## src/hw/rtl/ftp_pkg.sv

```systemverilog
package ftp_pkg;

    localparam int unsigned CHAR_W  = 8;
    localparam int unsigned LINE_W  = 20;
    localparam int unsigned COUNT_W = 17;
    localparam int unsigned MAX_W   = 16;

    localparam logic [LINE_W-1:0]  LINE_SAT   = 20'hFFFFF;
    localparam logic [COUNT_W-1:0] COUNT_SAT  = 17'h10000;
    localparam logic [MAX_W-1:0]   MAX_RESET  = 16'd2048;

    localparam logic [CHAR_W-1:0] CH_NL     = 8'h0A;
    localparam logic [CHAR_W-1:0] CH_HASH   = 8'h23;
    localparam logic [CHAR_W-1:0] CH_X      = 8'h78;
    localparam logic [CHAR_W-1:0] CH_N      = 8'h6E;
    localparam logic [CHAR_W-1:0] CH_B      = 8'h62;
    localparam logic [CHAR_W-1:0] CH_SPACE  = 8'h20;
    localparam logic [CHAR_W-1:0] CH_A_LOW  = 8'h61;
    localparam logic [CHAR_W-1:0] CH_ZERO   = 8'h30;
    // Distance from 'a' back to the value ten.
    localparam logic [CHAR_W-1:0] HEX_ALPHA_OFS = 8'h57;

    typedef enum logic [0:0] {
        REQ_CHAR = 1'b0,
        REQ_END  = 1'b1
    } req_t;

    typedef enum logic [1:0] {
        SRC_LITERAL = 2'd0,
        SRC_RANDOM  = 2'd1,
        SRC_FRAME_N = 2'd2,
        SRC_FRAME_B = 2'd3
    } src_t;

    typedef enum logic [2:0] {
        ST_BUSY       = 3'd0,
        ST_DONE       = 3'd1,
        ST_TOO_LONG   = 3'd2,
        ST_BAD_RANDOM = 3'd3,
        ST_BAD_FRAME  = 3'd4,
        ST_INCOMPLETE = 3'd5,
        ST_INVALID    = 3'd6
    } status_t;

    typedef struct packed {
        logic               have_hi;
        logic [3:0]         hi_nib;
        logic               in_rand;
        logic               in_frame;
        logic               in_cmt;
        logic [LINE_W-1:0]  line_cnt;
        logic [COUNT_W-1:0] byte_cnt;
        status_t            err;
    } parse_state_t;

    localparam parse_state_t STATE_RESET = '{
        have_hi:  1'b0,
        hi_nib:   4'd0,
        in_rand:  1'b0,
        in_frame: 1'b0,
        in_cmt:   1'b0,
        line_cnt: 20'd1,
        byte_cnt: 17'd0,
        err:      ST_BUSY
    };

    typedef struct packed {
        logic               byte_valid;
        logic [7:0]         byte_value;
        src_t               byte_source;
        status_t            status;
        logic [LINE_W-1:0]  line_number;
        logic [COUNT_W-1:0] bytes_so_far;
    } parse_result_t;

endpackage

```

## src/hw/rtl/ftp_step.sv

```systemverilog
module ftp_step (
    input  ftp_pkg::parse_state_t          cur,
    input  ftp_pkg::req_t                  req_type,
    input  logic [7:0]                     character,
    input  logic [15:0]                    max_template_bytes,
    output ftp_pkg::parse_state_t          nxt,
    output ftp_pkg::parse_result_t         res
);
    import ftp_pkg::*;

    logic [CHAR_W-1:0]  c;
    logic               is_digit;
    logic               is_alpha_hex;
    logic               is_hex;
    logic [3:0]         hval;
    logic               is_blank;
    logic [LINE_W-1:0]  line_inc;
    logic [COUNT_W-1:0] byte_inc;
    logic [CHAR_W-1:0]  digit_ofs;
    logic [CHAR_W-1:0]  alpha_ofs;

    always_comb
    begin
        c = character;
        if (character inside {[8'h41:8'h5A]})
        begin
            c = character | CH_SPACE;
        end
        is_digit     = c inside {[8'h30:8'h39]};
        is_alpha_hex = c inside {[8'h61:8'h66]};
        is_hex       = is_digit || is_alpha_hex;
        digit_ofs    = c - CH_ZERO;
        alpha_ofs    = c - HEX_ALPHA_OFS;
        hval         = is_digit ? digit_ofs[3:0] : alpha_ofs[3:0];
        is_blank     = c inside {8'h20, 8'h09, 8'h0A, 8'h0B, 8'h0C, 8'h0D};
        line_inc     = (cur.line_cnt < LINE_SAT) ? cur.line_cnt + 1'b1 : cur.line_cnt;
        byte_inc     = (cur.byte_cnt < COUNT_SAT) ? cur.byte_cnt + 1'b1 : cur.byte_cnt;
    end

    always_comb
    begin
        nxt              = cur;
        res.byte_valid   = 1'b0;
        res.byte_value   = 8'd0;
        res.byte_source  = SRC_LITERAL;
        res.status       = cur.err;
        res.line_number  = cur.line_cnt;
        res.bytes_so_far = cur.byte_cnt;

        if (req_type == REQ_END)
        begin
            if (cur.err != ST_BUSY)
            begin
                res.status = cur.err;
            end
            else if (cur.byte_cnt > {1'b0, max_template_bytes})
            begin
                res.status = ST_TOO_LONG;
            end
            else
            begin
                res.status = ST_DONE;
            end
            nxt = STATE_RESET;
        end
        else if (cur.err == ST_BUSY)
        begin
            if (cur.in_rand)
            begin
                if (c != CH_X)
                begin
                    nxt.err = ST_BAD_RANDOM;
                end
                else
                begin
                    res.byte_valid  = 1'b1;
                    res.byte_source = SRC_RANDOM;
                    nxt.byte_cnt    = byte_inc;
                    nxt.in_rand     = 1'b0;
                end
            end
            else if (cur.in_frame)
            begin
                if (c != CH_N && c != CH_B)
                begin
                    nxt.err = ST_BAD_FRAME;
                end
                else
                begin
                    res.byte_valid  = 1'b1;
                    res.byte_source = (c == CH_N) ? SRC_FRAME_N : SRC_FRAME_B;
                    nxt.byte_cnt    = byte_inc;
                    nxt.in_frame    = 1'b0;
                end
            end
            else if (cur.in_cmt)
            begin
                if (c == CH_NL)
                begin
                    nxt.in_cmt   = 1'b0;
                    nxt.line_cnt = line_inc;
                end
            end
            else if (is_hex)
            begin
                if (cur.have_hi)
                begin
                    res.byte_valid = 1'b1;
                    res.byte_value = {cur.hi_nib, hval};
                    nxt.byte_cnt   = byte_inc;
                    nxt.have_hi    = 1'b0;
                    nxt.hi_nib     = 4'd0;
                end
                else
                begin
                    nxt.have_hi = 1'b1;
                    nxt.hi_nib  = hval;
                end
            end
            else if (cur.have_hi)
            begin
                nxt.err = ST_INCOMPLETE;
            end
            else if (c == CH_NL)
            begin
                nxt.line_cnt = line_inc;
            end
            else if (c == CH_HASH)
            begin
                nxt.in_cmt = 1'b1;
            end
            else if (c == CH_X)
            begin
                nxt.in_rand = 1'b1;
            end
            else if (c == CH_N)
            begin
                nxt.in_frame = 1'b1;
            end
            else if (!is_blank)
            begin
                nxt.err = ST_INVALID;
            end
            res.status       = nxt.err;
            res.line_number  = nxt.line_cnt;
            res.bytes_so_far = nxt.byte_cnt;
        end
    end

endmodule

```

## src/hw/rtl/frame_template_text_parser.sv

```systemverilog
// Channel   Direction  tdata                                  tuser
// s_axis    in         character[7:0]                         req_type[0]
// m_axis    out        byte_value, status, line, byte count   byte_valid, byte_source
// cfg_wr    in         max_template_bytes[15:0]               -
//
// Each item reaches the result register in the cycle after it is accepted, and one item
// can be accepted in every cycle while no result is stalled; the single output register sets that rate.
// The input side stalls only while a result waits and m_axis_tready is low.
// Reset clears the parse state, sets the byte limit to 2048 and empties the output.
module frame_template_text_parser (
    input  logic        clk,
    input  logic        rst_n,
    input  logic        s_axis_tvalid,
    output logic        s_axis_tready,
    input  logic [7:0]  s_axis_tdata,   // character[7:0]
    input  logic [0:0]  s_axis_tuser,   // req_type[0]
    output logic        m_axis_tvalid,
    input  logic        m_axis_tready,
    // byte_value[7:0], status[10:8], line_number[30:11], bytes_so_far[47:31]
    output logic [47:0] m_axis_tdata,
    // byte_valid[0], byte_source[2:1]
    output logic [2:0]  m_axis_tuser,
    input  logic        cfg_wr_en,
    input  logic [15:0] cfg_wr_data
);
    import ftp_pkg::*;

    parse_state_t      state_reg;
    parse_state_t      state_next;
    parse_result_t     result_next;
    logic [MAX_W-1:0]  max_reg;
    logic              out_valid_reg;
    logic [47:0]       out_data_reg;
    logic [2:0]        out_user_reg;
    logic              accept;

    assign s_axis_tready = !out_valid_reg || m_axis_tready;
    assign accept        = s_axis_tvalid && s_axis_tready;

    ftp_step u_step (
        .cur                (state_reg),
        .req_type           (req_t'(s_axis_tuser[0])),
        .character          (s_axis_tdata),
        .max_template_bytes (max_reg),
        .nxt                (state_next),
        .res                (result_next)
    );

    always_ff @(posedge clk or negedge rst_n)
    begin
        if (!rst_n)
        begin
            state_reg     <= STATE_RESET;
            max_reg       <= MAX_RESET;
            out_valid_reg <= 1'b0;
        end
        else
        begin
            if (cfg_wr_en)
            begin
                max_reg <= cfg_wr_data;
            end
            if (accept)
            begin
                state_reg     <= state_next;
                out_valid_reg <= 1'b1;
            end
            else if (m_axis_tready)
            begin
                out_valid_reg <= 1'b0;
            end
        end
    end

    always_ff @(posedge clk)
    begin
        if (accept)
        begin
            out_data_reg <= {result_next.bytes_so_far, result_next.line_number,
                             result_next.status, result_next.byte_value};
            out_user_reg <= {result_next.byte_source, result_next.byte_valid};
        end
    end

    assign m_axis_tvalid = out_valid_reg;
    assign m_axis_tdata  = out_data_reg;
    assign m_axis_tuser  = out_user_reg;

endmodule

```

## config.mk

```make
export PLATFORM = sky130hd
export DESIGN_NAME = frame_template_text_parser
export DESIGN_NICKNAME = d
export VERILOG_FILES = /design/src/hw/rtl/ftp_pkg.sv /design/src/hw/rtl/ftp_step.sv /design/src/hw/rtl/frame_template_text_parser.sv
export SDC_FILE = /design/constraint.sdc
export NUM_CORES = 1
export LEC_CHECK = 0
export ABC_CLOCK_PERIOD_IN_PS = 2850
export BUFFER_PORTS_ARGS = -buffer_cell sky130_fd_sc_hd__buf_2
export CORE_AREA = 2 2 114 116
export DETAILED_ROUTE_END_ITERATION = 8
export DIE_AREA = 0 0 116 118
export PLACE_DENSITY = 0.81
export SYNTH_ARGS = -nofsm -noshare
export SYNTH_HDL_FRONTEND = slang
export SYNTH_HIERARCHICAL = 1
export SYNTH_SLANG_ARGS = --single-unit
```

## constraint.sdc

```tcl
create_clock -name clk -period 2.85 [get_ports clk]
set_input_delay 0.57 -clock clk [delete_from_list [all_inputs] [get_ports clk]]
set_output_delay 0.57 -clock clk [all_outputs]
set_load 0.03 [all_outputs]
```

==> results by group <==
Placed design
  • GP Congestion: 0.916
  • IO buf count: 82
  • Placed Cells incl. Taps: roughly 950
  • DP Worst Slack: -0.0256 ns
  • Hpwl dp: between 10 and 15 mm
  • DP Area: around 8000 µm²

STA
  • Final-report hold violation count: 0
  • Period utilization: 93.7%
  • Setup violations, final: 0
  • Fmax: ~0.37 GHz
  • Setup TNS: 0 ns
  • Slew HR: a little under three fifths
  • RSZ-0062 raised after global routing: no
  • Worst setup margin: roughly 0.18 ns
  • Max-slew violations: 0
  • Final min period: about 2.7 ns
  • Final Skew: 0.0116 ns
  • Slew @ Worst Pin: between 0.6 and 0.7 ns

Critical path
  • Critical path data arrival time: between 3 and 4 ns
  • Crit path max fanout: 6
  • Crit Path Class: reg2reg
  • Crit path launch type: flip-flop
  • CP Data Required Time: ~3.2 ns
  • Setup crit end kind: flip-flop

Global routing
  • Initial antenna violation count: 0
  • Grt total ovfl: 0
  • Vias in the first global route: roughly 5800
  • Largest net degree at the start of global routing: 66
  • First-pass GRT wire length: approximately 28 mm
  • Total global-route track usage: about a quarter

Clock tree
  • CTS sink count: 116
  • H-tree levels: 4
  • Clk buf depth: 2
  • Inserted Clock Buffers: 17
  • Hold buffers post-CTS: 0
  • Clk slew on worst S/H paths: 0.05 ns
  • Skew-Pair Late Insertion Delay: 0.42 ns
  • Root buffer cell: clkbuf_16
  • CTS tree: built

Route
  • Vias: 5827
  • DRC viols: 0
  • Initial DRC Count: 560
  • Antenna-violating nets left: 0
  • First drt pass iteration count: 5
  • Vias/cell: 5.95
  • WL final: between 15 and 20 mm
  • Wire per inst: approximately 17 µm

Power
  • Max VDD drop: between 0.3 and 0.4 mV
  • Pwr dens: approximately 540 nW/µm²
  • Leakage: around 0.004 µW

Die
  • IO Count: 83
  • Die X: between 100 and 150 µm
  • Initial Utilization: between 50% and 60%
  • Cell row count: 41
  • Die area: 13700 µm²
  • Die Y: about 120 µm
  • Core ar.: 12400 µm²

Synthesis
  • Post-synth EDFFs: 51
  • Warnings from Yosys: 6
  • Synth top area cells: dfrtp_1 (21%), edfxtp_1 (21%), mux2_2 (8.7%)
  • Mux cell area share after synthesis: 11.3%
  • Area share of fa/ha/maj cells after synthesis: 4.06%
  • Synth Area in Simple Gates: a little over a fifth
  • Synth area leader: dfrtp_1
  • Main combinational cell family by area after synthesis: simple AND/OR/NAND/NOR gates
  • Syn_nets: roughly 750
  • Post-synthesis xor/xnor area fraction: under 10%
  • Synth Area in Compound Gates: 9.12%
  • Library cells used by synthesis: between 80 and 90
  • Mapped Area: between 7000 and 8000 µm²
  • Gate Count Post-Synth: 694
  • Synthesized area per cell: roughly 11 µm²
  • FFs w/ async S/R, synth: a little under three fifths
  • Sequential element share of the synthesized area: ~43%
  • Number of synthesized register bits: ~120
  • Primary FF master, synth: dfrtp_1
  • Yosys top cell area share: a little over a fifth

Layout
  • Layout area overhead: 17.3%
  • Fin util: between 60% and 70%
  • Layout cell share with drive strength beyond 1: approximately 33%
  • Final net count: about 850
  • Fin area: 8670 µm²
  • Post-route insts no fill: 980
  • Antenna cells: 0

Min path
  • Tightest Hold Check Type: in2async

Job
  • Max-Cap Viols: 0

Outcome
  • Run status: finished, final reports clean
==> layout by cell type, fill, tap and decap left out, types with 8 or more instances in the layout <==
cell       Yosys  routed
xnor2_1       21      21
o21ai_0       24      24
and3_1        11      11
edfxtp_1      51      51
buf_4          1      32
mux2_4         9       9
nand2_1       43      43
xor2_1        25      25
nor2_1        62      62
nand3_1       21      21
a21oi_1       30      30
and2_1         8       8
or3_1          9       9
xnor2_2        9       9
nor2b_1       10      10
nand2_4       11      11
buf_2         11      82
dfrtp_1       63      63
mux2_2        57      57
ha_1          24      24
inv_1         25      24
clkbuf_16      0      17
nor3_1        22      22
nand4_1       20      20
==> cells in the mapped netlist, types with 17 or more instances <==
cell type  instances
nand2_1           43
ha_1              24
o21ai_0           24
nand4_1           20
nor2_1            62
dfrtp_1           63
a21oi_1           30
xor2_1            25
inv_1             25
mux2_2            57
xnor2_1           21
nand3_1           21
edfxtp_1          51
clkbuf_1          17
nor3_1            22
==> worst max-delay path, cell delays in order (launching register included) <==
cell and delay [ns]:
dfstp_2 0.59, ha_1 0.24, and3_2 0.27, and4_4 0.28
and2_1 0.20, o2111ai_1 0.15, buf_4 0.18, or3_1 0.31
a21oi_1 0.19, mux2_4 0.17
==> path summary, 6_finish.rpt <==
path	slack (ns)	cells after the start	end	from
max in group asynchronous	2.34	2	max_reg[11]	rst_n
min in group clk	0.38	2	max_reg[14]	cfg_wr_data[14]
min reg2reg	0.51	1	max_reg[7]	max_reg[7]
max	0.18	9	state_reg[34]	state_reg[20]
min	0.15	2	state_reg[45]	rst_n
max reg2reg	0.18	9	state_reg[34]	state_reg[20]
==> timing repair <==
item | in CTS | in global routing
gates resized for setup | 0 | 2
endpoints found under the setup margin | 0 | 2
endpoints found under the hold margin | 0 | 0
buffers inserted | 0 | 0
==> logic make-up after synthesis <==
kind of cell	after synthesis
AOI/OAI and AO/OA	101
muxes	72
and+or+nand+nor	263
adders and majority gates	24
DFF	116
buffers and inverters	63
xor gates and xnor gates	55
==> per-layer routing <==
metal / vias up / track usage (%) / part of all wire [%] / routed length, µm
met5: - / 0 / 0 / 0
met1: 2793 / 31.5 / 40 / 6720
met4: 0 / 11.7 / 2.5 / 428
met3: 49 / 5.46 / 6.4 / 1080
li1: 2724 / - / - / -
met2: 261 / 43.6 / 51 / 8670
==> cell type report <==
cell class | instances | area (µm²)
Timing Repair Buffer | 119 | 751
Sequential cell | 116 | 3160
Inverter | 26 | 97.6
Fill cell | 957 | 3740
Clock inverter | 12 | 91.3
Tap cell | 172 | 215
Multi-Input combinational cell | 515 | 3920
Clock buffer | 20 | 437
==> report_power, final <==
group / internal, µW / total [µW] / switching (µW)
Sequential: 1860 / 1950 / 90.3
Combinational: 314 / 869 / 555
Clock: 1180 / 1900 / 727
==> stage by stage <==
step	hold slack, ns	power [µW]
CTS	0.187	4730
finish	0.151	4720
global route	0.193	4910
floorplan	0.274	2560
global placement	0.494	2790
detailed placement	0.499	2830
Power figures use the tool's default switching activity.
